--- src/hdl/bmp_pixel_unpacker_defines.svh ---
// Assertion macros shared by the BMP pixel unpacker RTL.
// Each macro expects i_clk and i_rst_n to exist in the module that uses it.
`ifndef BMP_PIXEL_UNPACKER_DEFINES_SVH
`define BMP_PIXEL_UNPACKER_DEFINES_SVH

// Same-cycle implication, checked out of reset.
`define BPU_ASSERT(label, ante, cons, msg) \
    label: assert property (@(posedge i_clk) disable iff (!i_rst_n) (ante) |-> (cons)) \
        else $error(msg);

// Next-cycle implication, checked out of reset.
`define BPU_ASSERT_NEXT(label, ante, cons, msg) \
    label: assert property (@(posedge i_clk) disable iff (!i_rst_n) (ante) |=> (cons)) \
        else $error(msg);

`endif

--- src/hdl/bpu_pkg.sv ---
// Package of the BMP pixel unpacker: sizes, codes and the structs that
// travel between the register, front and expander modules. No dependencies.
`default_nettype none

package bpu_pkg;

    localparam int MAX_WIDTH  = 4096;
    localparam int MAX_HEIGHT = 4096;
    localparam int PAL_DEPTH  = 256;
    localparam int PAL_AW     = (PAL_DEPTH > 1) ? $clog2(PAL_DEPTH) : 1;
    localparam int CFG_AW     = 5;

    // Pixel format codes.
    localparam logic [2:0] FMT_1BPP  = 3'd0;
    localparam logic [2:0] FMT_4BPP  = 3'd1;
    localparam logic [2:0] FMT_8BPP  = 3'd2;
    localparam logic [2:0] FMT_24BPP = 3'd3;
    localparam logic [2:0] FMT_32BPP = 3'd4;

    // Register indexes (word address).
    localparam logic [2:0] REG_FORMAT    = 3'd0;
    localparam logic [2:0] REG_WIDTH     = 3'd1;
    localparam logic [2:0] REG_HEIGHT    = 3'd2;
    localparam logic [2:0] REG_BOTTOM_UP = 3'd3;
    localparam logic [2:0] REG_PAL_COUNT = 3'd4;

    // Input word actions.
    localparam logic ACT_PALETTE = 1'b0;
    localparam logic ACT_DATA    = 1'b1;

    localparam logic [23:0] COLOR_WHITE  = 24'hffffff;
    localparam logic [23:0] COLOR_BLACK  = 24'h000000;
    localparam logic [7:0]  ALPHA_OPAQUE = 8'hff;

    typedef struct packed {
        logic [2:0]  fmt;
        logic [12:0] width;
        logic [12:0] height;
        logic        bottom_up;
        logic [8:0]  pal_count;
    } t_cfg;

    // One accepted word after decode: a palette write or a data byte that
    // yields at least one pixel.
    typedef struct packed {
        logic        is_wr;
        logic [2:0]  fmt;
        logic [7:0]  data;      // data byte, or palette index for a write
        logic [23:0] color;     // assembled direct color, or palette color
        logic [7:0]  alpha;
        logic [3:0]  npix;
        logic [11:0] col;
        logic [11:0] y;
        logic        last_row;
        logic [11:0] w_last;
    } t_job;

    typedef struct packed {
        logic [11:0] x;
        logic [11:0] y;
        logic [23:0] color;
        logic        use_pal;
        logic [7:0]  alpha;
        logic        run_end;
        logic        image_end;
    } t_pix;

    function automatic logic [12:0] f_clamp_size(input logic [12:0] v, input logic [12:0] hi);
        logic [12:0] r;
        r = v;
        if (v == 13'd0) begin
            r = 13'd1;
        end else if (v > hi) begin
            r = hi;
        end
        return r;
    endfunction

endpackage

`default_nettype wire

--- src/hdl/bpu_regs.sv ---
// Configuration registers of the BMP pixel unpacker behind an APB-style port.
// Depends on bpu_pkg for register indexes and the t_cfg struct.
`default_nettype none

module bpu_regs import bpu_pkg::*; (
    input  logic              i_clk,
    input  logic              i_rst_n,
    input  logic              psel,
    input  logic              penable,
    input  logic              pwrite,
    input  logic [CFG_AW-1:0] paddr,
    input  logic [31:0]       pwdata,
    output logic [31:0]       prdata,
    output logic              pready,
    output t_cfg              o_cfg
);

    t_cfg r_cfg;
    logic wr_en;

    assign pready = 1'b1;
    assign wr_en  = psel && penable && pwrite && pready;
    assign o_cfg  = r_cfg;

    always_ff @(posedge i_clk) begin
        if (!i_rst_n) begin
            r_cfg.fmt       <= FMT_8BPP;
            r_cfg.width     <= 13'd1;
            r_cfg.height    <= 13'd1;
            r_cfg.bottom_up <= 1'b1;
            r_cfg.pal_count <= 9'd0;
        end else if (wr_en) begin
            unique case (paddr[CFG_AW-1:2])
                REG_FORMAT:    r_cfg.fmt       <= pwdata[2:0];
                REG_WIDTH:     r_cfg.width     <= pwdata[12:0];
                REG_HEIGHT:    r_cfg.height    <= pwdata[12:0];
                REG_BOTTOM_UP: r_cfg.bottom_up <= pwdata[0];
                REG_PAL_COUNT: r_cfg.pal_count <= pwdata[8:0];
                default: ;
            endcase
        end
    end

    always_comb begin
        unique case (paddr[CFG_AW-1:2])
            REG_FORMAT:    prdata = {29'd0, r_cfg.fmt};
            REG_WIDTH:     prdata = {19'd0, r_cfg.width};
            REG_HEIGHT:    prdata = {19'd0, r_cfg.height};
            REG_BOTTOM_UP: prdata = {31'd0, r_cfg.bottom_up};
            REG_PAL_COUNT: prdata = {23'd0, r_cfg.pal_count};
            default:       prdata = 32'd0;
        endcase
    end

endmodule

`default_nettype wire

--- config.mk ---
export PLATFORM = sky130hd
export DESIGN_NAME = bpu_regs
export DESIGN_NICKNAME = d
export VERILOG_FILES = /design/src/hdl/bmp_pixel_unpacker_defines.svh /design/src/hdl/bpu_pkg.sv /design/src/hdl/bpu_regs.sv
export SDC_FILE = /design/constraint.sdc
export NUM_CORES = 1
export LEC_CHECK = 0
export BUFFER_PORTS_ARGS = -buffer_cell sky130_fd_sc_hd__buf_2
export CORE_MARGIN = 2
export CORE_UTILIZATION = 47
export DETAILED_ROUTE_END_ITERATION = 6
export PLACE_DENSITY = 0.85
export REMOVE_ABC_BUFFERS = 1
export SETUP_SLACK_MARGIN = 0.02
export SLEW_MARGIN = 20
export SYNTH_ARGS = -nofsm -noshare
export SYNTH_HDL_FRONTEND = slang
export SYNTH_SLANG_ARGS = --single-unit
--- constraint.sdc ---
create_clock -name i_clk -period 2.8 [get_ports i_clk]
set_input_delay 0.56 -clock i_clk [delete_from_list [all_inputs] [get_ports i_clk]]
set_output_delay 0.56 -clock i_clk [all_outputs]
set_load 0.01 [all_outputs]
* Word-level counts from Yosys, hierarchy flattened
Index checks and enable logic that the tools add are counted.
W data, S select, Z words.
** Word-level totals
- Register bits :: 39
- Input bits :: 42
- Logic and storage cells :: 18
** Operators by class
- Equal/unequal tests :: 4
- Muxes and demuxes :: 1
- Reductions and logical operators :: 8
** Operators with widths (count)
- $pmux W13 S5 :: 1
- $reduce_and A2 Y1 :: 5
- $eq A3 B2 Y1 const B :: 2
- $eq A3 B1 Y1 const B :: 1
- $eq A3 B3 Y1 const B :: 1
- $logic_not A3 Y1 :: 1
- $logic_and A1 B1 Y1 :: 2

* Depth between registers and ports, before layout
Gate-level depths: netlist (run 1).
- Depth after elaboration :: 3
- Depth in mapped cells :: 6
- Gate-level depth less buffers :: 3

* Least setup slack after synthesis (run 1)
OpenSTA, ideal clock, no wires.
- Path kind :: input to output
- From :: in paddr[2]
- To :: out prdata[3]
- Arrival time :: 1481 ps
- Setup slack :: 759 ps
- Stages :: 5
- Buffers on the path :: 2
- Path through :: buf_2 -> nor2b_1 -> clkbuf_1 -> a22oi_1 -> o21ai_0
** On the way
- Cells in the longest elaborated chain, start to end :: 2
** Ends and longest elaborated chain
- from (decl) :: line bpu_regs.sv:11 : input logic [CFG_AW-1:0] paddr,
- $eq A3 B3 Y1 (tied with other cells) :: line bpu_regs.sv:45 : unique case (paddr[CFG_AW-1:2])
- $pmux W13 S5 (*) :: line bpu_regs.sv:45
- to (decl) :: line bpu_regs.sv:13 : output logic [31:0] prdata,
Mark *: on every way between the ends. The rest lies on a longest branch, timed or not.

* Worst setup path after layout (run 1)
- From :: in paddr[4]
- To :: out prdata[4]
Same word-level chain as after synthesis.

==> flow_summary.json, run 1 <==
{
  "status": "complete, no violations",
  "total_power_mw": 1.159,
  "hold_path_end": "o_cfg[16]",
  "clock_sinks": 39,
  "cap_viol_max_count": 0,
  "r2r_start": "o_cfg[11]",
  "critPathMaxFanout": 13,
  "path_clk_slew_ps": 80,
  "fmax_ghz": 0.4280,
  "powerDensity_nw_per_um2": 484.3,
  "n_fill_cell": 379,
  "period_share_pct": 83.45,
  "fin_area_um2": 2392,
  "grt_max_degree": 26,
  "cts_made_buffers": 5,
  "grt_pass1_vias": 1441,
  "core_um2": 4029,
  "post_cts_resized": 0,
  "grt-ovfl-total": 0,
  "cts_hold_buffers": 0,
  "rsz0062_at_grt": "false",
  "synth_seq_cells": 39,
  "hold_violations": 0,
  "wl_per_cell_um": 13.90,
  "drv_slew": 0,
  "io_pins": 114,
  "ff2ff_setup_slack_ps": 2140,
  "cts_tree": "built",
  "dp_slack_ps": 484.3,
  "power_leakage_nw": 1.092,
  "endpoint_kind": "output port",
  "worstPathRequired_ps": 2240,
  "fin_hold_ws_ps": 472.9,
  "nets": 334,
  "hpwl_mm": 3.346,
  "dieArea_um2": 4747,
  "postCtsSetupRepairBufs": 0,
  "finalClockSkew_ps": 0,
  "drt_first_pass_iters": 4,
  "start_util_pct": 49.13,
  "synth_top_area_share_pct": 39.44,
  "ir_drop_uv": 283.9,
  "start_kind": "primary input",
  "dpl.cell_count": 335,
  "synth_top_area_cell": "dfxtp_1",
  "root_buffer": "clkbuf_8",
  "via_count": 1737,
  "drtIter0Drc": 134,
  "ys_types": 28,
  "antenna_found_initial": 0,
  "fp-row-count": 23,
  "post_dp_cell_area_um2": 2275,
  "die_w_um": 68.90,
  "largest_reg_flops": 39,
  "hold_depth": 2,
  "fin_ws_ps": 463.5,
  "grtUsageTotal_pct": 20.05,
  "clkLatencyLatePin_ps": 300,
  "finish.utilization_pct": 59.38,
  "drive_above_1_share_pct": 32.42,
  "rr_endpoint": "o_cfg[11]",
  "vias_per_cell": 5.064,
  "port_buffers": 72,
  "final.setup.tns_ps": 0,
  "min_period_ps": 2336,
  "criticalPathCategory": "in -> out",
  "htreeDepth": 2,
  "routed_wl_mm": 4.766,
  "ys_top_cells_by_area": "dfxtp_1 (39%), mux2i_1 (19%), nand2_1 (11%), buf_4 (7.6%), a22oi_1 (4.9%)",
  "syn_inst": 225,
  "arrival_ps": 1780,
  "hold_class": "reg -> reg",
  "synth.cell_area_um2": 1979,
  "cts.path.max_buffers": 2,
  "r2r_cells": 2,
  "gp_congestion": 0.7821,
  "areaGrowthSynthToFinish_pct": 20.86,
  "final_cells": 343,
  "ant_nets": 0,
  "dieHeight_um": 68.90,
  "finalSetupViolCount": 0,
  "grt_pass1_wl_mm": 6.941,
  "synth_seq_area_share_pct": 39.44,
  "ys.warnings.count": 0,
  "hp-start": "o_cfg[16]",
  "syn_area_per_cell_um2": 8.797,
  "antenna_cells": 0,
  "drc": 0
}
-- cell type report --
type	instances	area, µm²	share of cell area, %
Multi-Input combinational cell	164	1003	41.95
Clock inverter	2	35.03	1.464
Sequential cell	39	780.7	32.64
Inverter	2	7.507	0.3138
Tap cell	50	62.56	2.615
Timing Repair Buffer	80	420.4	17.57
Clock buffer	6	82.58	3.452
-- placed cells by master, fill, tap and decap left out, types with 2 or more instances in the layout --
cell / netlist / final
buf_2: 4 / 72
and2_4: 2 / 2
buf_4: 20 / 8
nand4_1: 2 / 2
inv_1: 2 / 2
a22oi_1: 13 / 13
mux2i_1: 37 / 37
dfxtp_1: 39 / 39
nor2b_1: 2 / 2
o21ai_0: 8 / 8
clkbuf_8: 0 / 6
nand2_1: 57 / 57
conb_1: 2 / 20
nor2_1: 5 / 5
nand3_1: 5 / 5
o211ai_2: 2 / 2
-- synth_stat cells --
master     number
a22oi_1        13
a2bb2oi_1       1
and2_4          2
and2b_1         1
and4b_1         1
buf_2           4
buf_4          20
buf_6           5
clkbuf_1        9
conb_1          2
dfxtp_1        39
inv_1           2
mux2_2          1
mux2i_1        37
nand2_1        57
nand3_1         5
nand4_1         2
nand4b_1        1
nor2_1          5
nor2b_1         2
nor2b_2         1
nor3_1          1
nor3b_1         1
o211ai_2        2
o21ai_0         8
o22ai_1         1
o31ai_1         1
o32ai_1         1
-- power by group --
group	total (mW)	switching, mW	internal (mW)
Clock	0.493	0.204	0.288
Combinational	0.104	0.0687	0.0354
Sequential	0.562	0.00335	0.559
-- per-layer routing --
metal	vias up	track usage, %	wire length, µm
met2	71	32.33	2343
met1	810	25.80	2043
li1	850	-	-
met3	6	5.032	315
met4	0	7.598	64
met5	-	0	0
-- worst max path at each step --
stage,start,to,slack (ps)
after floorplan,paddr[4],prdata[3],870
after global placement,paddr[4],prdata[3],450
after detailed placement,paddr[4],prdata[4],480
after CTS,paddr[4],prdata[3],480
after global routing,paddr[4],prdata[4],420
final,paddr[4],prdata[4],460
-- worst max-delay path, stage by stage --
cell     delay [ps]
buf_2           180
nor2b_1         360
buf_4           220
a22oi_1          60
o21ai_0         210
buf_2           170
-- kinds of logic (layout without fill, tap and decap cells) --
kind of cell    Yosys count  in the layout  share of synthesized area [%]
other cells               2             20                         0.3794
buf+inv                  40             90                          13.53
flops                    39             39                          39.44
compound gates           27             27                          9.798
simple gates             79             79                          17.57
mux                      38             38                          19.28
(Power assumes the default switching activity.)
==> inputs of run 2 (changes only) <==
--- a/config.mk
+++ b/config.mk
@@ -7,9 +7,9 @@
 export LEC_CHECK = 0
 export BUFFER_PORTS_ARGS = -buffer_cell sky130_fd_sc_hd__buf_2
 export CORE_MARGIN = 2
-export CORE_UTILIZATION = 47
+export CORE_UTILIZATION = 44
 export DETAILED_ROUTE_END_ITERATION = 6
-export PLACE_DENSITY = 0.85
+export PLACE_DENSITY = 0.8
 export REMOVE_ABC_BUFFERS = 1
 export SETUP_SLACK_MARGIN = 0.02
 export SLEW_MARGIN = 20
==> constraint.sdc (replaced) <==
create_clock -name i_clk -period 2.4 [get_ports i_clk]
set_input_delay 0.48 -clock i_clk [delete_from_list [all_inputs] [get_ports i_clk]]
set_output_delay 0.48 -clock i_clk [all_outputs]
set_load 0.01 [all_outputs]
==> run 2 against run 1 <==
Against the previous run:
- clock power fell by 15%
- sequential share of layout area is 0.36 points higher
- worst setup slack got worse by 160 ps
- combinational power up 17%
- register-to-register slack worse by 420 ps
- via count increased by 2.2%
- clock skew unchanged
- first-iteration DRC count down 42%
- critical endpoint is now prdata[6]
- largest cell class unchanged
- highest routed layer unchanged
==> flow_summary.json, run 2 (synthesized netlist as in run 1, its figures left out) <==
{
  "worst-slew-pin-transition_ps": 690.9,
  "dieHeight_um": 71.07,
  "fin_area_um2": 2366,
  "hold_path_end": "o_cfg[37]",
  "ff2ff_setup_slack_ps": 1720,
  "drt_first_pass_iters": 4,
  "hp-start": "pwdata[1]",
  "total_power_mw": 1.198,
  "antenna_found_initial": 0,
  "start_util_pct": 45.46,
  "switching_share_pct": 25.02,
  "ant_nets": 0,
  "post_dp_cell_area_um2": 2285,
  "final.setup.tns_ps": 0,
  "start_kind": "primary input",
  "grt_pass1_vias": 1601,
  "htreeDepth": 2,
  "postCtsSetupRepairBufs": 0,
  "drtIter0Drc": 78,
  "rr_endpoint": "o_cfg[3]",
  "final_cell_mix": "buf_2 (72), nand2_1 (57), dfxtp_1 (39), mux2i_1 (37), conb_1 (20)",
  "pwr-share-seq_pct": 54.7,
  "via_count": 1776,
  "antenna_cells": 0,
  "cts.path.max_buffers": 2,
  "r2r_cells": 2,
  "wl_per_cell_um": 13.54,
  "hold_class": "in -> reg",
  "layout_commonest_cell": "buf_2",
  "cts_made_buffers": 5,
  "dp_slack_ps": 352.7,
  "power_leakage_nw": 1.078,
  "n_fill_cell": 424,
  "die_w_um": 71.07,
  "core_um2": 4354,
  "grt_pass1_wl_mm": 7.410,
  "hold_depth": 3,
  "cap_viol_max_count": 0,
  "r2r_start": "o_cfg[3]",
  "power_frac_comb_pct": 10.2,
  "clkLatencyLatePin_ps": 280,
  "routed_wl_mm": 4.686,
  "largest_reg_flops": 39,
  "p_sw_uw": 299.7,
  "critPathMaxFanout": 13,
  "drc": 0,
  "rsz0062_at_grt": "false",
  "fmax_ghz": 0.4781,
  "arrival_ps": 1610,
  "period_share_pct": 87.15,
  "drive_above_1_share_pct": 31.97,
  "grt-ovfl-total": 0,
  "port_buffers": 72,
  "status": "complete, no violations",
  "worstPathRequired_ps": 1920,
  "clock_sinks": 39,
  "grtUsageTotal_pct": 18.38,
  "hpwl_mm": 3.336,
  "min_period_ps": 2092,
  "vias_per_cell": 5.133,
  "finalSetupViolCount": 0,
  "criticalPathCategory": "in -> out",
  "p_clk_share_pct": 35.1,
  "dieArea_um2": 5051,
  "gp_congestion": 0.7572,
  "max_slew_margin_pct": 53.94,
  "cts_hold_buffers": 0,
  "areaGrowthSynthToFinish_pct": 19.53,
  "root_buffer": "clkbuf_8",
  "post_cts_resized": 0,
  "nets": 335,
  "io_pins": 114,
  "ir_drop_uv": 291.7,
  "cts_tree": "built",
  "finalClockSkew_ps": 0,
  "grt_max_degree": 40,
  "endpoint_kind": "output port",
  "hold_violations": 0,
  "drv_slew": 0,
  "fin_ws_ps": 308.5,
  "fp-row-count": 24,
  "p_int_uw": 898.1,
  "powerDensity_nw_per_um2": 506.2,
  "path_clk_slew_ps": 80
}
run 2: cell types whose count changed in the layout (fill, tap and decap cells not counted), sizes merged:
cell,change
bufinv,-1
clkbuf,+1
buf,+1
run 2: worst max-delay path by stage:
stage / depth (start not counted) / endpoint / start
floorplan: 3 / o_cfg[0] / pwrite
global placement: 6 / prdata[7] / paddr[2]
detailed placement: 6 / prdata[6] / paddr[2]
CTS: 6 / prdata[6] / paddr[2]
global route: 6 / prdata[6] / paddr[2]
finish: 6 / prdata[6] / paddr[2]
run 2: power groups by stage:
| stage | clock, mW | sequential (mW) | combinational (mW) |
|---|---|---|---|
| 2_1_floorplan | 0 | 0.673 | 0.0512 |
| 3_3_place_gp | 0 | 0.670 | 0.120 |
| 3_5_place_dp | 0 | 0.671 | 0.121 |
| 4_1_cts | 0.431 | 0.656 | 0.122 |
| 5_1_grt | 0.454 | 0.656 | 0.135 |
| 6_report | 0.420 | 0.656 | 0.122 |
run 2: layout make-up:
type / count / area (µm²) / area share, %
tap: 52 / 65.06 / 2.750
clock buffer: 7 / 76.32 / 3.226
inverter: 2 / 7.507 / 0.3173
timing repair buffer: 81 / 427.9 / 18.09
clock inverter: 1 / 5.005 / 0.2115
multi-input combinational: 164 / 1003 / 42.41
sequential: 39 / 780.7 / 33.00
run 2: per-stage QoR:
stage                     hold WS [ps]  instances  utilization [%]
after floorplan                  490.7        205                -
after CTS                        439.4        346            54.34
final                            450.6        346            54.34
after global placement           454.9        338            52.47
after global routing             465.5        346            54.34
after detailed placement         461.0        338            52.47
run 2: critical path, cell delays in order:
cell and delay (ps):
buf_2 230, nor2b_1 270, buf_4 170, a22oi_1 60
o21ai_0 220, buf_2 180
run 2: routing by layer:
layer / GRT usage (%) / wire [µm] / vias to the layer above / share of wire [%]
met3: 5.128 / 284 / 4 / 6.1
met1: 22.65 / 2033 / 851 / 43
met4: 5.870 / 48 / 0 / 1.0
li1: - / - / 859 / -
met2: 31.15 / 2319 / 62 / 49
met5: 0 / 0 / - / 0
==> inputs of run 3 (changes only) <==
--- a/config.mk
+++ b/config.mk
@@ -9,7 +9,7 @@
 export CORE_MARGIN = 2
 export CORE_UTILIZATION = 44
 export DETAILED_ROUTE_END_ITERATION = 6
-export PLACE_DENSITY = 0.8
+export PLACE_DENSITY = 0.78
 export REMOVE_ABC_BUFFERS = 1
 export SETUP_SLACK_MARGIN = 0.02
 export SLEW_MARGIN = 20
==> run 3 against run 2 <==
Against the previous run:
- clock-buffer cell count fell by 1
- combinational power hardly changed
- first-iteration DRC count grew 21%
- via count shrank 2.9%
- sequential power barely moved
- hold slack improved by 11 ps
- die area unchanged
- fmax rose by 4.8%
- register-to-register slack better by 20 ps
- sequential share of layout area about the same
- sequential cell count unchanged
- wire length increased by 0.66%
==> flow_summary.json, run 3 (synthesized netlist as in run 1, its figures left out) <==
{
  "finalClockSkew_ps": 0,
  "finalSetupViolCount": 0,
  "drv_slew": 0,
  "postCtsSetupRepairBufs": 0,
  "layout_commonest_cell": "buf_2",
  "hold_violations": 0,
  "drt_first_pass_iters": 4,
  "endpoint_kind": "output port",
  "hold_class": "in -> reg",
  "rsz0062_at_grt": "false",
  "clkLatencyLatePin_ps": 280,
  "crit_path_frequent_cell": "buf_2",
  "post_cts_resized": 0,
  "ir_drop_uv": 265.6,
  "hold_depth": 3,
  "critPathMaxFanout": 13,
  "drc": 0,
  "seqCellArea_um2": 780.7,
  "cap_viol_max_count": 0,
  "dieArea_um2": 5051,
  "via_count": 1725,
  "io_pins": 114,
  "cts.path.max_buffers": 2,
  "root_buffer": "clkbuf_8",
  "core_um2": 4354,
  "slowest_stage": "buf_2",
  "multiInputGateArea_um2": 1003,
  "drive_above_1_share_pct": 32.08,
  "dp_slack_ps": 417.3,
  "r2r_start": "o_cfg[0]",
  "fin_area_um2": 2365,
  "antenna_found_initial": 0,
  "worstPathRequired_ps": 1920,
  "grtUsageTotal_pct": 18.79,
  "largest_reg_flops": 39,
  "post_dp_cell_area_um2": 2292,
  "cts_made_buffers": 5,
  "fmax_ghz": 0.5013,
  "hp-start": "pwdata[1]",
  "nets": 336,
  "routed_wl_mm": 4.717,
  "cts_hold_buffers": 0,
  "cts_tree": "built",
  "hpwl_mm": 3.420,
  "fin_ws_ps": 405.0,
  "power_leakage_nw": 1.078,
  "gp_congestion": 0.7628,
  "max_slew_margin_pct": 56.47,
  "port_buffers": 72,
  "crit_chain": "buf_2, nor2b_1, buf_4, a22oi_1, o21ai_0, buf_2",
  "antenna_cells": 0,
  "grt-ovfl-total": 0,
  "rr_endpoint": "o_cfg[0]",
  "die_w_um": 71.07,
  "grt_max_degree": 38,
  "grt_pass1_vias": 1692,
  "path_clk_slew_ps": 70,
  "final.setup.tns_ps": 0,
  "final_cell_mix": "buf_2 (72), nand2_1 (57), dfxtp_1 (39), mux2i_1 (37), conb_1 (20)",
  "drtIter0Drc": 94,
  "vias_per_cell": 5.000,
  "status": "complete, no violations",
  "n_fill_cell": 419,
  "powerDensity_nw_per_um2": 496.5,
  "areaGrowthSynthToFinish_pct": 19.47,
  "arrival_ps": 1520,
  "grt_pass1_wl_mm": 7.541,
  "dieHeight_um": 71.07,
  "worst-slew-pin-transition_ps": 653.0,
  "critPathMaxStageDelay_ps": 230,
  "criticalPathCategory": "in -> out",
  "hold_path_end": "o_cfg[37]",
  "ant_nets": 0,
  "htreeDepth": 2,
  "clock_sinks": 39,
  "r2r_cells": 2,
  "ff2ff_setup_slack_ps": 1740,
  "start_util_pct": 45.46,
  "min_period_ps": 1995,
  "start_kind": "primary input",
  "fp-row-count": 24,
  "wl_per_cell_um": 13.67,
  "period_share_pct": 83.13
}
## run 3: power breakdown
| group | internal, mW | switching, mW | leakage (nW) |
|---|---|---|---|
| Combinational | 0.0425 | 0.0802 | 0.727 |
| Clock | 0.193 | 0.202 | 0.0371 |
| Sequential | 0.652 | 0.00380 | 0.315 |
## run 3: stage by stage
stage | power [mW] | util [%] | hold slack (ps) | instances
floorplan | 0.7239 | - | 490.7 | 205
global placement | 0.7905 | 52.64 | 456.7 | 339
detailed placement | 0.7923 | 52.64 | 463.0 | 339
CTS | 1.184 | 54.31 | 450.8 | 345
global route | 1.215 | 54.31 | 479.5 | 345
finish | 1.174 | 54.31 | 462.0 | 345
## run 3: worst max-delay path by stage
stage	from	end	slack [ps]	depth (start not counted)
3_3_place_gp	paddr[4]	prdata[7]	410	6
4_1_cts	paddr[4]	prdata[4]	400	6
5_1_grt	paddr[2]	prdata[0]	300	6
2_1_floorplan	pwrite	o_cfg[0]	590	3
6_report	paddr[4]	prdata[7]	410	6
3_5_place_dp	paddr[2]	prdata[0]	420	5
## run 3: area by class of cell
| class | count | share of cell area (%) |
|---|---|---|
| Multi-Input combinational cell | 164 | 42.43 |
| Sequential cell | 39 | 33.02 |
| Timing Repair Buffer | 82 | 18.41 |
| Clock buffer | 6 | 3.069 |
| Tap cell | 52 | 2.751 |
| Inverter | 2 | 0.3175 |
## run 3: critical path, delay by kind of cell
family,cells,cell delay (ps)
AOI/OAI and AO/OA,2,260
buffers and inverters,3,560
and+or+nand+nor,1,210
## run 3: layer usage
metal  GRT usage (%)  share of wire [%]  vias up
met5               0                  0        -
met4           7.547                1.6        0
met3           3.846                6.5        8
met2           32.29                 48       68
met1           22.97                 44      789
li1                -                  -      860
