`src/hdl/bmp_pixel_unpacker_defines.svh`:
```
// Assertion macros shared by the BMP pixel unpacker RTL.
// Each macro expects i_clk and i_rst_n to exist in the module that uses it.
`ifndef BMP_PIXEL_UNPACKER_DEFINES_SVH
`define BMP_PIXEL_UNPACKER_DEFINES_SVH

// Same-cycle implication, checked out of reset.
`define BPU_ASSERT(label, ante, cons, msg) \
    label: assert property (@(posedge i_clk) disable iff (!i_rst_n) (ante) |-> (cons)) \
        else $error(msg);

// Next-cycle implication, checked out of reset.
`define BPU_ASSERT_NEXT(label, ante, cons, msg) \
    label: assert property (@(posedge i_clk) disable iff (!i_rst_n) (ante) |=> (cons)) \
        else $error(msg);

`endif

```
`src/hdl/bpu_pkg.sv`:
```
// Package of the BMP pixel unpacker: sizes, codes and the structs that
// travel between the register, front and expander modules. No dependencies.
`default_nettype none

package bpu_pkg;

    localparam int MAX_WIDTH  = 4096;
    localparam int MAX_HEIGHT = 4096;
    localparam int PAL_DEPTH  = 256;
    localparam int PAL_AW     = (PAL_DEPTH > 1) ? $clog2(PAL_DEPTH) : 1;
    localparam int CFG_AW     = 5;

    // Pixel format codes.
    localparam logic [2:0] FMT_1BPP  = 3'd0;
    localparam logic [2:0] FMT_4BPP  = 3'd1;
    localparam logic [2:0] FMT_8BPP  = 3'd2;
    localparam logic [2:0] FMT_24BPP = 3'd3;
    localparam logic [2:0] FMT_32BPP = 3'd4;

    // Register indexes (word address).
    localparam logic [2:0] REG_FORMAT    = 3'd0;
    localparam logic [2:0] REG_WIDTH     = 3'd1;
    localparam logic [2:0] REG_HEIGHT    = 3'd2;
    localparam logic [2:0] REG_BOTTOM_UP = 3'd3;
    localparam logic [2:0] REG_PAL_COUNT = 3'd4;

    // Input word actions.
    localparam logic ACT_PALETTE = 1'b0;
    localparam logic ACT_DATA    = 1'b1;

    localparam logic [23:0] COLOR_WHITE  = 24'hffffff;
    localparam logic [23:0] COLOR_BLACK  = 24'h000000;
    localparam logic [7:0]  ALPHA_OPAQUE = 8'hff;

    typedef struct packed {
        logic [2:0]  fmt;
        logic [12:0] width;
        logic [12:0] height;
        logic        bottom_up;
        logic [8:0]  pal_count;
    } t_cfg;

    // One accepted word after decode: a palette write or a data byte that
    // yields at least one pixel.
    typedef struct packed {
        logic        is_wr;
        logic [2:0]  fmt;
        logic [7:0]  data;      // data byte, or palette index for a write
        logic [23:0] color;     // assembled direct color, or palette color
        logic [7:0]  alpha;
        logic [3:0]  npix;
        logic [11:0] col;
        logic [11:0] y;
        logic        last_row;
        logic [11:0] w_last;
    } t_job;

    typedef struct packed {
        logic [11:0] x;
        logic [11:0] y;
        logic [23:0] color;
        logic        use_pal;
        logic [7:0]  alpha;
        logic        run_end;
        logic        image_end;
    } t_pix;

    function automatic logic [12:0] f_clamp_size(input logic [12:0] v, input logic [12:0] hi);
        logic [12:0] r;
        r = v;
        if (v == 13'd0) begin
            r = 13'd1;
        end else if (v > hi) begin
            r = hi;
        end
        return r;
    endfunction

endpackage

`default_nettype wire

```
`src/hdl/bpu_front.sv`:
```
// Front stage: accepts input words, keeps the row and column counters and
// the partial pixel bytes, and hands decoded jobs to the expander.
// Depends on bpu_pkg.
`default_nettype none

module bpu_front import bpu_pkg::*; (
    input  logic        i_clk,
    input  logic        i_rst_n,
    input  t_cfg        i_cfg,
    input  logic        i_valid,
    input  logic        i_action,
    input  logic [7:0]  i_palette_index,
    input  logic [23:0] i_palette_color,
    input  logic [7:0]  i_data_byte,
    input  logic        i_job_free,
    output logic        o_ready,
    output logic        o_job_v,
    output t_job        o_job
);

    logic [12:0] r_col;
    logic [11:0] r_row;
    logic [13:0] r_rbc;
    logic [23:0] r_pp;
    logic [1:0]  r_pbc;

    logic [12:0] n_col;
    logic [11:0] n_row;
    logic [13:0] n_rbc;
    logic [23:0] n_pp;
    logic [1:0]  n_pbc;

    logic        accept, valid_fmt, upd, row_end;
    logic [12:0] w, h, rem, y_full, row_inc;
    logic [17:0] bits, bits_rnd;
    logic [14:0] stride, rbc_inc;
    logic [11:0] row_eff;
    logic [23:0] ins, color;
    logic [7:0]  alpha;
    logic [3:0]  npix;

    assign o_ready   = i_job_free;
    assign accept    = i_valid && i_job_free;
    assign valid_fmt = (i_cfg.fmt <= FMT_32BPP);
    assign upd       = accept && (i_action == ACT_DATA) && valid_fmt;

    // Row stride in bytes, rounded up to whole 32-bit words.
    always_comb begin
        w = f_clamp_size(i_cfg.width, 13'(MAX_WIDTH));
        h = f_clamp_size(i_cfg.height, 13'(MAX_HEIGHT));
        case (i_cfg.fmt)
            FMT_1BPP:  bits = {5'd0, w};
            FMT_4BPP:  bits = {3'd0, w, 2'd0};
            FMT_8BPP:  bits = {2'd0, w, 3'd0};
            FMT_24BPP: bits = {1'b0, w, 4'd0} + {2'd0, w, 3'd0};
            default:   bits = {w, 5'd0};
        endcase
        bits_rnd = bits + 18'd31;
        stride   = {bits_rnd[17:5], 2'b00};
    end

    always_comb begin
        row_eff = ({1'b0, r_row} >= h) ? 12'd0 : r_row;
        rbc_inc = {1'b0, r_rbc} + 15'd1;
        row_end = (rbc_inc >= stride);
        rem     = w - r_col;
        case (r_pbc)
            2'd0:    ins = {16'd0, i_data_byte};
            2'd1:    ins = {8'd0, i_data_byte, 8'd0};
            2'd2:    ins = {i_data_byte, 16'd0};
            default: ins = 24'd0;
        endcase

        npix  = 4'd0;
        color = r_pp;
        alpha = ALPHA_OPAQUE;
        n_pp  = r_pp;
        n_pbc = r_pbc;
        if (r_col < w) begin
            case (i_cfg.fmt)
                FMT_1BPP: npix = (rem >= 13'd8) ? 4'd8 : rem[3:0];
                FMT_4BPP: npix = (rem >= 13'd2) ? 4'd2 : rem[3:0];
                FMT_8BPP: npix = 4'd1;
                FMT_24BPP: begin
                    color = r_pp | ins;
                    // The third byte completes the pixel.
                    if (r_pbc >= 2'd2) begin
                        npix  = 4'd1;
                        n_pp  = 24'd0;
                        n_pbc = 2'd0;
                    end else begin
                        n_pp  = r_pp | ins;
                        n_pbc = r_pbc + 2'd1;
                    end
                end
                FMT_32BPP: begin
                    // The fourth byte is alpha and completes the pixel.
                    if (r_pbc == 2'd3) begin
                        npix  = 4'd1;
                        alpha = i_data_byte;
                        n_pp  = 24'd0;
                        n_pbc = 2'd0;
                    end else begin
                        n_pp  = r_pp | ins;
                        n_pbc = r_pbc + 2'd1;
                    end
                end
                default: ;
            endcase
        end

        n_col   = r_col + {9'd0, npix};
        n_row   = row_eff;
        n_rbc   = rbc_inc[13:0];
        row_inc = {1'b0, row_eff} + 13'd1;
        if (row_end) begin
            n_rbc = 14'd0;
            n_col = 13'd0;
            n_pp  = 24'd0;
            n_pbc = 2'd0;
            n_row = (row_inc >= h) ? 12'd0 : row_inc[11:0];
        end

        y_full = i_cfg.bottom_up ? (h - 13'd1 - {1'b0, row_eff}) : {1'b0, row_eff};
    end

    always_ff @(posedge i_clk) begin
        if (!i_rst_n) begin
            r_col <= 13'd0;
            r_row <= 12'd0;
            r_rbc <= 14'd0;
            r_pp  <= 24'd0;
            r_pbc <= 2'd0;
        end else if (upd) begin
            r_col <= n_col;
            r_row <= n_row;
            r_rbc <= n_rbc;
            r_pp  <= n_pp;
            r_pbc <= n_pbc;
        end
    end

    always_comb begin
        o_job_v = accept && ((i_action == ACT_PALETTE) || (valid_fmt && (npix != 4'd0)));
        o_job.is_wr    = (i_action == ACT_PALETTE);
        o_job.fmt      = i_cfg.fmt;
        o_job.data     = (i_action == ACT_PALETTE) ? i_palette_index : i_data_byte;
        o_job.color    = (i_action == ACT_PALETTE) ? i_palette_color : color;
        o_job.alpha    = alpha;
        o_job.npix     = npix;
        o_job.col      = r_col[11:0];
        o_job.y        = y_full[11:0];
        o_job.last_row = ({1'b0, row_eff} == (h - 13'd1));
        o_job.w_last   = 12'(w - 13'd1);
    end

endmodule

`default_nettype wire

```
`config.mk`:
```
export PLATFORM = sky130hd
export DESIGN_NAME = bpu_front
export DESIGN_NICKNAME = d
export VERILOG_FILES = /design/src/hdl/bmp_pixel_unpacker_defines.svh /design/src/hdl/bpu_pkg.sv /design/src/hdl/bpu_front.sv
export SDC_FILE = /design/constraint.sdc
export NUM_CORES = 1
export LEC_CHECK = 0
export ABC_AREA = 0
export CORE_MARGIN = 2
export CORE_UTILIZATION = 35
export DETAILED_ROUTE_END_ITERATION = 7
export DONT_BUFFER_PORTS = 1
export MAX_ROUTING_LAYER = met4
export PLACE_DENSITY = 0.53
export SLEW_MARGIN = 20
export SYNTH_ARGS = -nofsm -noshare
export SYNTH_HDL_FRONTEND = slang
export SYNTH_SLANG_ARGS = --single-unit
```
`constraint.sdc`:
```
create_clock -name i_clk -period 5.5 [get_ports i_clk]
set_input_delay 0.275 -clock i_clk [delete_from_list [all_inputs] [get_ports i_clk]]
set_output_delay 0.275 -clock i_clk [all_outputs]
set_load 0.01 [all_outputs]
```
[Word level (Yosys, flattened, before mapping)]
Cells that the tools add are included.
Operators by class
  add/subtract/negate cells: 10
  $lt $le $gt $ge: 10
  equal/unequal tests: 8
  multiplexer cells: 35
  bitwise operators: 2
  reduce and logical (&&, ||, !) cells: 14
Operators by type and width (count)
  $mux W24: 7
  $pmux W18 S4: 1
  $pmux W24 S3: 1
  $mux W13: 5
  $mux W12: 4
  $pmux W24 S2: 1
  $mux W8: 4
  $gt A13 B13 Y1 const B: 2
  $logic_not A13 Y1: 2
  $or A24 B24 Y24: 1
  $pmux W4 S5: 1
  $add A17 B16 Y18: 1
  $add A18 B5 Y18 const B: 1
  $add A14 B1 Y15 const B: 1
  $ge A15 B15 Y1: 1
  $mux W14: 1
  $add A12 B1 Y13 const B: 1
  $add A13 B4 Y13: 1
  $eq A12 B13 Y1: 1
  $ge A12 B13 Y1: 1
  $ge A13 B13 Y1: 1
  $ge A13 B2 Y1 const B: 1
  $ge A13 B4 Y1 const B: 1
  $lt A13 B13 Y1: 1
  other kinds (25): 37
Word-level totals
  bits in registers: 65
  input port bits: 84
  output and inout port bits: 87
  logic and storage cells: 84

[Depth between registers and ports, before layout]
Gate-level depths: netlist of run 1.
  depth after elaboration: 12
  depth in mapped cells: 30
  mapped depth without buffers: 28

[Worst setup path before layout of run 1]
OpenSTA, ideal clock, no wires.
  path type: input -> register
  start: in i_cfg[35] in the netlist's numbering
  end: reg r_row[5]
  setup time: 0.095 ns
  data arrival time: 5.567 ns
  required time: 5.405 ns
  setup slack: -0.162 ns
  stages: 26
  path buffers: 3
  cell sequence: clkbuf_1 > clkbuf_1 > clkbuf_1 > nand2b_1 > inv_1 > ha_1 > inv_1 > fa_1 > nor2b_1 > o21ai_0 > a221oi_2 > o21ai_2 > nor4b_4 > nand3b_2 > a2111oi_4 > nand2_2 > xnor2_1 > ha_1 > nand2_1 > nor4_1 > a2111oi_0 > o21ai_0 > a31o_2 > nand2_1 > or4_1 > a221oi_1
On the way
  cells in the longest elaborated chain, start to end: 8
  elaborated cells between the ends (all ways): 9
  classes of those cells: add/sub (2); order compare (2); mux (4); reduce/logical (1)
Ends and longest elaborated chain
  start: declaration: line bpu_front.sv:9  | input t_cfg i_cfg,
  $gt A13 B13 Y1: line bpu_pkg.sv:73  | end else if (v > hi) begin
  $mux W13: line bpu_pkg.sv:73
  $mux W13 *: line bpu_pkg.sv:71  | if (v == 13'd0) begin
  $add A17 B16 Y18: line bpu_front.sv:55  | FMT_24BPP: bits = {1'b0, w, 4'd0} + {2'd0, w, 3'd0};
  $pmux W18 S4 *: line bpu_front.sv:51  | case (i_cfg.fmt)
  $add A18 B5 Y18 *: line bpu_front.sv:58  | bits_rnd = bits + 18'd31;
  $ge A15 B15 Y1 *: line bpu_front.sv:65  | row_end = (rbc_inc >= stride);
  $mux W12 *: line bpu_front.sv:116  | if (row_end) begin
  end signal: assignment: line bpu_front.sv:136  | r_row <= n_row;
  end: declaration: line bpu_front.sv:22  | logic [11:0] r_row;
Every way passes the cells marked *; elsewhere a longest branch is shown, timed or not.
A chain may end at the register's enable or synchronous reset.

[Final worst setup path of run 1]
  start: in i_cfg[32] in the netlist's numbering
  end: reg r_pp[4]
On the way
  cells in the longest elaborated chain, start to end: 9
  elaborated cells between the ends (all ways): 13
  classes of those cells: add/sub (2); order compare (3); mux (4); reduce/logical (4)
Ends and longest elaborated chain
  $gt A13 B13 Y1: line bpu_pkg.sv:73
  $mux W13: line bpu_pkg.sv:73
  $mux W13 *: line bpu_pkg.sv:71
  $add A17 B16 Y18: line bpu_front.sv:55
  $pmux W18 S4: line bpu_front.sv:51
  $add A18 B5 Y18: line bpu_front.sv:58
  $ge A15 B15 Y1: line bpu_front.sv:65
  $reduce_bool A3 Y1 (no source line) or $reduce_bool A2 Y1 (tied branches)
  $reduce_and A3 Y1 (no source line)
  end signal: assignment: line bpu_front.sv:138  | r_pp <= n_pp;
  end: declaration: line bpu_front.sv:24  | logic [23:0] r_pp;
Marked as above.

==> metrics, run 1 <==
Synth Area in Compound Gates 23.8%; Clock Tree Buf Depth 2; number of cell rows 55; vias in the first global route 7448; VDD IR max 0.156 mV; delay-heaviest family, CP compound AO/OA/AOI/OAI gates; H-tree depth 3; Simple-Gate Fraction of Synth Area 25.7%; startpoint types input port; Final Hold Fails 0; die height 156 µm; crit path DAT 5440 ps; final instance area 0.00934 mm²; Inst Count DP 1410; total clock sinks 65; WL/cell 16.9 µm; die area 0.0244 mm²; worst flop-to-flop path endpoint r_row[5]$_SDFFE_PN0P_; initial cell density of the core 35.8%; Crit Path Max Fanout 12; maxcap violations 0; main combinational cell family by area after synthesis simple AND/OR/NAND/NOR gates; post-synth top area share 16.2%; initial drt markers 537; Hold Startpoint i_data_byte[7]; Synth Net Count 1311; synthesis-to-finish area growth 15.1%; Post-CTS Hold Buffers 0; setup TNS 0 ps; Seq pwr share 30.8%; syn avg cell area 7.26 µm²; async set or reset register ratio after synthesis 0%; Psw 484 µW; Cell Int Power 1060 µW; Achievable Freq 0.192 GHz; synth warn 0; remaining antenna violation count 0; Final Cycle Share 94.6%; clk root buf clkbuf_16; first-pass GRT wire length 38300 µm; Tot GR Track Use 20.0%; reg2reg start r_row[5]$_SDFFE_PN0P_; crit path buf inv count 5; DR DRC count 0; pwr/cell area 165 mW/mm²; layout cells sized above 1 12.7%; Synth Instances 1118; Main synth FF type dfxtp_1; Sw Ratio 31.4%; synth top area cells ha_1 (16%), dfxtp_1 (16%), a21oi_1 (6.5%); Pwr Total 1540 µW; CP Data Required Time 5740 ps; Post-Synth XOR/XNOR Area 8.09%; DR pass1 iterations 5; number of CTS-inserted buffers 9; Worst-path clk slew 70 ps; initial antenna violation count 0; Synth area leader ha_1; CTS tree done; final worst slack 298 ps; CP max-delay cell nor4b_4; Post-Route WL 24300 µm; Worst slew margin 33.3%; synthesized cell area 0.00812 mm²; Placer Congestion 0.834; fin crit period 5200 ps; Final Setup Violations 0; register area share after synthesis 16.0%; Worst Tran Pin Value 975 ps; Hold Path Class in2reg; Most common cell on crit path buf_4; Critical Path Sink Type flop; R2R depth 23; placed inst area 0.00873 mm²; dpl ws -251 ps; DIE WIDTH 156 µm; CORE AREA 0.0227 mm²; Worst-Skew Late Latency 350 ps; detailed-route via count 7971; CP peak stage delay 380 ps; final instance count without filler cells 1437; nets@finish 1338; Hold Crit Depth 2; global route overflow 0; post-synthesis adder-cell area fraction 17.2%; number of synthesized flops with an enable pin 0; Comb pwr share 27.4%; Setup Skew 11.3 ps; mux cell area share after synthesis 2.76%; Worst Setup Path Type in2reg; hpwl dp 19000 µm; Hold EP r_pp[7]$_SDFFE_PN0P_; port bufs 0; Clock power frac 41.8%; Yosys reg bits 65; Pleak 0.00400 µW; outcome finished clean; Slew Viols, Final 0; setup slack, reg-to-reg 330 ps; Top Ports 171; Vias/cell 5.55; Cell variety after synth 72; largest net degree at the start of global routing 62
power by group through the flow:
stage	clock, µW	sequential (µW)	combinational, µW
2_1_floorplan	0	484	332
3_3_place_gp	0	485	407
3_5_place_dp	0	485	410
4_1_cts	653	475	412
5_1_grt	679	475	472
6_report	644	475	422
sequential cells by signal, indices dropped and copies added (netlist names):
signal / cells
r_rbc: 14
r_row: 12
r_pp: 24
r_col: 13
r_pbc: 2
worst max-delay path by stage:
stage,from,endpoint,slack (ps),cells after the start
2_1_floorplan,i_cfg[35],r_row[5]$_SDFFE_PN0P_,70,26
6_report,i_cfg[32],r_pp[4]$_SDFFE_PN0P_,300,26
5_1_grt,i_cfg[32],r_pp[14]$_SDFFE_PN0P_,-60,28
3_3_place_gp,i_cfg[32],r_row[6]$_SDFFE_PN0P_,-220,26
3_5_place_dp,i_cfg[32],r_row[6]$_SDFFE_PN0P_,-250,26
4_1_cts,i_cfg[32],r_row[5]$_SDFFE_PN0P_,20,26
metal layers:
layer | vias to the layer above | GRT usage, % | wire, µm
li1 | 4050 | - | -
met1 | 3640 | 26.5 | 11400
met2 | 262 | 32.1 | 11100
met3 | 19 | 3.30 | 1510
met4 | 0 | 4.54 | 308
met5 | - | - | 0
timing repair:
action / in CTS / in global routing
gates resized for setup: 0 / 37
hold endpoints to repair: 0 / 0
buffers inserted: 0 / 7
endpoints found under the setup margin: 0 / 65
cell type report:
cell class	instances	area, µm²
diodes	2	5.00
clock inverters	6	90.1
multi-input cells	935	6500
clock buffers	10	239
well taps	285	357
fillers	2364	13400
repair buffers	78	642
inverters	56	210
flip-flops and latches	65	1300
cells in the final DEF (no fill, tap or decap), drive strengths merged, types with 6 or more instances in the layout:
cell,n
a22o,9
or3,16
nor3,14
a2111oi,7
nand4,9
ha,105
nand3b,18
mux2,11
nand3,33
a31oi,30
o21a,7
nand2,100
a211oi,8
dfxtp,65
a21o,16
o21ai,71
nor4,12
clkbuf,11
xor2,38
nand2b,23
inv,57
a21oi,106
xnor2,37
and3,26
a32oi,6
nor2,125
nor2b,23
buf,77
mux2i,10
stage by stage:
stage	hold WS, ps	utilization (%)
after floorplan	424	-
after global placement	427	38.4
after detailed placement	431	38.4
after CTS	72.0	39.9
after global routing	79.2	41.1
final	77.2	41.1
synthesized netlist by cell type, types with 4 or more instances:
library cell  instances
a22o_1                9
a31oi_1              30
xor2_1               38
mux2i_1              10
and3_1               26
nand3_1              33
a32oi_1               6
nor4_1               11
or3_1                16
o21ai_0              68
xnor2_1              37
nand2_1              99
buf_2                 7
nor2_1              125
dfxtp_1              65
o21a_1                7
o22ai_1               5
and2_1                4
o211ai_1              4
a21o_1               16
a211oi_1              8
nor2b_1              23
nand3b_1             17
fa_1                  4
a22oi_1               4
nand4_1               9
ha_1                105
a21oi_1             106
buf_4                16
nor3_1               14
nand2b_1             23
inv_1                54
mux2_2               11
clkbuf_1             36
a2111oi_0             6
o31ai_1               5
cell families (layout without fill, tap and decap cells):
kind of cell | after synthesis | count (layout)
buffers and inverters | 118 | 150
other | 0 | 2
multiplexers | 21 | 21
flip-flops | 65 | 65
adder cells (fa/ha/maj) | 109 | 109
AO/OA/AOI/OAI | 310 | 310
XOR/XNOR | 75 | 75
AND/OR/NAND/NOR | 420 | 420
Note: power is estimated with default switching activity, not from simulation.
==> run 2: changes to the inputs <==
Settings changed: CORE_ASPECT_RATIO set to 1.4.
==> run 2 against run 1 <==
Wire length increased by 2.5%; sequential power about the same; combinational power about the same; worst setup slack improved by 130 ps; sequential share of layout area increased by 0.28 points; register-to-register slack improved by 290 ps; first-iteration DRC count decreased by 4.1%; flip-flop and latch count unchanged; clock power decreased by 8.7%; clock skew increased by 6.9 ps; critical path depth decreased by 1; hold slack improved by 9.8 ps; largest cell class unchanged.
==> metrics, run 2 (synthesized netlist as in run 1, its figures left out) <==
outcome finished clean; Worst slew margin 36.4% (+3.0 points); DIE WIDTH 133 µm (-15%); global route overflow 0 (unchanged); placed inst area 0.00867 mm² (-0.63%); commonest non-fill, non-tap cell in the layout nor2_1; detailed-route via count 8018 (+0.59%); Tot GR Track Use 20.2% (+0.19 points); Comb pwr share 28.3% (+0.9 points); RSZ-0062 raised after global routing no; Final Hold Fails 0 (unchanged); DR DRC count 0 (unchanged); Crit Path Max Fanout 7 (-5); CORE AREA 0.0227 mm² (about the same); Largest register FFs 24 (unchanged); die area 0.0245 mm² (about the same); Sw Ratio 32.7% (+1.3 points); Top Ports 171 (unchanged); H-tree depth 3 (unchanged); Setup Skew 18.2 ps (+6.91 ps); Cell Int Power 997 µW (-5.7%); fin crit period 5070 ps (-133 ps); most flop-heavy register r_pp; post-route core utilization 40.4% (-0.77 points); vias in the first global route 7692 (+3.3%); initial antenna violation count 0 (unchanged); maxcap violations 0 (unchanged); Hold Path Class in2reg; Final Cycle Share 92.2% (-2.4 points); nets@finish 1322 (-1.2%); setup TNS 0 ps (unchanged); layout cells sized above 1 10.9% (-1.8 points); DR pass1 iterations 5 (unchanged); Clock power frac 39.6% (-2.2 points); Post-Route WL 25000 µm (+2.5%); CTS tree done; initial cell density of the core 35.8% (about the same); number of CTS-inserted buffers 9 (unchanged); VDD IR max 0.168 mV (+7.7%); Seq pwr share 32.0% (+1.2 points); largest net degree at the start of global routing 62 (unchanged); startpoint types input port; CP Data Required Time 5740 ps (about the same); Worst-Skew Late Latency 340 ps (about the same); first-pass GRT wire length 39100 µm (+2.0%); Achievable Freq 0.197 GHz (+2.6%); Pwr Total 1480 µW (-3.8%); hpwl dp 19700 µm (+3.6%); number of cell rows 65 (+18%); Clock Tree Buf Depth 2 (unchanged); Vias/cell 5.59 (+0.73%); initial drt markers 515 (-4.1%); Slew Viols, Final 0 (unchanged); WL/cell 17.4 µm (+2.6%); crit path DAT 5300 ps (-140 ps); final instance area 0.00916 mm² (-1.9%); pwr/cell area 162 mW/mm² (-1.9%); most frequent cells in the layout nor2_1 (124), a21oi_1 (104), ha_1 (104); remaining antenna violation count 0 (unchanged); die height 184 µm (+18%); Worst Setup Path Type in2reg; Placer Congestion 0.908 (+8.9%); clk root buf clkbuf_16; synthesis-to-finish area growth 12.8%; Worst-path clk slew 70 ps (about the same); Final Setup Violations 0 (unchanged); Antenna diodes 0 (-2); Critical Path Sink Type flop; Psw 485 µW (+0.19%); total clock sinks 65 (unchanged); Worst Tran Pin Value 931 ps (-44.3 ps); Pleak 0.00388 µW (-2.9%); port bufs 0 (unchanged); Largest regs r_pp (24), r_rbc (14), r_col (13)
run 2: final timing paths:
kind / cells after the start / endpoint / startpoint / slack (ps)
setup / recovery: 25 / r_row[5]$_SDFFE_PN0P_ / i_cfg[32] / 430
hold / removal: 2 / r_pp[15]$_SDFFE_PN0P_ / i_data_byte[7] / 90
setup reg to reg: 23 / r_row[5]$_SDFFE_PN0P_ / r_row[5]$_SDFFE_PN0P_ / 620
hold reg to reg: 2 / r_pp[5]$_SDFFE_PN0P_ / r_pp[5]$_SDFFE_PN0P_ / 470
run 2: layer usage:
layer  wire length (µm)  global-route usage (%)  share of wire (%)
met1              10300                    22.8                 41
met2              13000                    36.4                 52
met3                929                    2.37                3.7
met4                739                    7.78                3.0
met5                  0                       -                  0
run 2: power by group through the flow:
stage	clock network, µW	logic (µW)	registers (µW)
global route	619	468	475
floorplan	0	332	484
detailed placement	0	408	485
CTS	600	410	475
finish	588	420	475
global placement	0	406	485
run 2: metrics by stage:
stage,setup slack (ps),instances,hold WS (ps)
floorplan,73.9,1118,424
global placement,-87.2,1416,430
detailed placement,-18.2,1416,439
CTS,280,1432,85.5
global route,4.74,1435,94.7
finish,431,1435,87.0
run 2: repair_timing:
item / in CTS / in global routing
buffers inserted: 0 / 2
setup endpoints to repair: 0 / 59
hold buffers: 0 / 0
resized for setup: 0 / 33
run 2: cell type report:
class,count,area [µm²]
clock buffer,9,225
clock inverter,7,78.8
fill,2344,13500
inverter,56,210
multi-input combinational,935,6460
sequential,65,1300
tap,301,377
timing repair buffer,62,507
run 2: critical path, cell delays in order:
cell and delay (ps):
nor4_4 290, nand3_2 120, a21oi_2 160, ha_1 180, inv_1 50, fa_2 350
nand2b_4 170, a21oi_4 160, mux2i_1 200, o41ai_1 100, buf_4 160, nor4b_4 340
nand3b_4 130, a2111oi_4 380, buf_4 180, a21o_1 110, ha_4 140, nand4_1 120
nor4_4 290, a2111oi_2 80, o21ai_1 210, a31o_2 220, nand2_1 80, or4_1 490
a221oi_1 290
==> run 3: changes to the inputs <==
Settings changed: RECOVER_POWER set to 25.
==> run 3 against run 2 <==
Count of clock-buffer cells in the layout unchanged; total power about the same; largest cell class unchanged; maximum frequency down 0.13%; register-to-register slack about the same; wire length about the same; flip-flop and latch count unchanged; first-iteration DRC count down 0.78%; sequential share of layout area unchanged; die area unchanged; critical path depth unchanged.
==> metrics, run 3 (synthesized netlist as in run 1, its figures left out) <==
CORE AREA 0.0227 mm² (unchanged); die height 184 µm (unchanged); Setup Skew 16.7 ps (-1.43 ps); port bufs 0 (unchanged); CP peak stage delay 490 ps (about the same); die area 0.0245 mm² (unchanged); Critical Path Sink Type flop; Largest register FFs 24 (unchanged); Worst Setup Path Type in2reg; hold slack 88.9 ps (+1.91 ps); synthesis-to-finish area growth 12.8% (unchanged); vias in the first global route 7692 (unchanged); WL/cell 17.4 µm (about the same); worst flop-to-flop path endpoint r_row[5]$_SDFFE_PN0P_; remaining antenna violation count 0 (unchanged); crit path buf inv count 3 (unchanged); largest net degree at the start of global routing 62 (unchanged); placed inst area 0.00867 mm² (unchanged); DR pass1 iterations 5 (unchanged); detailed-route via count 8034 (+0.20%); most frequent cells in the layout nor2_1 (124), a21oi_1 (104), ha_1 (104); initial antenna violation count 0 (unchanged); H-tree depth 3 (unchanged); layout cells sized above 1 10.2% (-0.71 points); number of CTS-inserted buffers 9 (unchanged); nets@finish 1322 (unchanged); Hold Startpoint i_data_byte[5]; delay-heaviest family, CP simple AND/OR/NAND/NOR gates; initial drt markers 511 (-0.78%); RSZ-0062 raised after global routing no; CP Data Required Time 5740 ps (about the same); reg2reg start r_row[5]$_SDFFE_PN0P_; R2R depth 23 (unchanged); Worst-Skew Late Latency 340 ps (about the same); maxcap violations 0 (unchanged); post-route core utilization 40.4% (unchanged); startpoint types input port; Worst slew margin 36.4% (unchanged); setup slack, reg-to-reg 610 ps (about the same); Worst Tran Pin Value 931 ps (unchanged); clk root buf clkbuf_16; Tot GR Track Use 20.2% (unchanged); Final Hold Fails 0 (unchanged); Pwr Total 1480 µW (about the same); crit path DAT 5310 ps (about the same); Final Setup Violations 0 (unchanged); Post-Route WL 24900 µm (about the same); number of cell rows 65 (unchanged); total clock sinks 65 (unchanged); final instance area 0.00916 mm² (unchanged); DR DRC count 0 (unchanged); outcome finished clean; Final Cycle Share 92.3% (+0.12 points); global route overflow 0 (unchanged); first-pass GRT wire length 39100 µm (unchanged); Achievable Freq 0.197 GHz (-0.13%); initial cell density of the core 35.8% (unchanged); CTS tree done; pwr/cell area 162 mW/mm² (about the same); most flop-heavy register r_pp; Hold Crit Depth 2 (unchanged); Vias/cell 5.60 (+0.20%); CP max-delay cell or4_1; VDD IR max 0.167 mV (-0.80%); Slew Viols, Final 0 (unchanged); Crit Path Max Fanout 7 (unchanged); Hold EP r_pp[13]$_SDFFE_PN0P_; DIE WIDTH 133 µm (unchanged); commonest non-fill, non-tap cell in the layout nor2_1; Clock Tree Buf Depth 2 (unchanged); Worst-path clk slew 70 ps (about the same); dpl ws -18.2 ps (unchanged); final worst slack 425 ps (-6.83 ps); Top Ports 171 (unchanged); fin crit period 5080 ps (+6.83 ps); Hold Path Class in2reg; Antenna diodes 0 (unchanged); hpwl dp 19700 µm (unchanged); Placer Congestion 0.908 (unchanged); Post-CTS Hold Buffers 0 (unchanged); Pleak 0.00388 µW (about the same); Largest regs r_pp (24), r_rbc (14), r_col (13)
[run 3: metrics by stage]
stage          TNS, ps  std cells
4_1_cts              0       1432
2_1_floorplan        0       1118
3_5_place_dp     -29.5       1416
5_1_grt              0       1435
6_report             0       1435
3_3_place_gp      -423       1416
[run 3: layer usage]
| metal | wire (µm) | share of wire (%) | up-vias | track usage (%) |
|---|---|---|---|---|
| li1 | - | - | 4007 | - |
| met1 | 10200 | 41 | 3788 | 22.8 |
| met2 | 13000 | 52 | 200 | 36.4 |
| met3 | 990 | 4.0 | 39 | 2.37 |
| met4 | 754 | 3.0 | 0 | 7.78 |
| met5 | 0 | 0 | - | - |
[run 3: final cells by class]
| class | count | area [µm²] |
|---|---|---|
| well taps | 301 | 377 |
| repair buffers | 62 | 507 |
| inverters | 56 | 210 |
| clock buffers | 9 | 225 |
| clock inverters | 7 | 78.8 |
| fillers | 2344 | 13500 |
| multi-input cells | 935 | 6460 |
| flip-flops and latches | 65 | 1300 |
[run 3: repair_timing]
item | CTS | global route
buffers inserted | 0 | 2
gates resized for setup | 0 | 33
endpoints found under the setup margin | 0 | 59
[run 3: how the worst max path moves through the flow]
stage                         start                    end  slack [ps]  cells past startpoint
after floorplan           i_cfg[35]  r_row[5]$_SDFFE_PN0P_          70                     26
after global placement    i_cfg[12]  r_row[6]$_SDFFE_PN0P_         -90                     30
after detailed placement  i_cfg[12]  r_row[6]$_SDFFE_PN0P_         -20                     30
after CTS                 i_cfg[12]  r_row[6]$_SDFFE_PN0P_         280                     30
after global routing      i_cfg[32]  r_row[5]$_SDFFE_PN0P_           5                     24
final                     i_cfg[32]  r_row[5]$_SDFFE_PN0P_         420                     25
[run 3: where the power goes]
part	internal (µW)	total, µW	switching, µW	leakage, µW
Sequential	473	475	2.16	0.000524
Combinational	168	419	251	0.00321
Clock	356	587	232	0.000150
Total	996	1480	485	0.00388
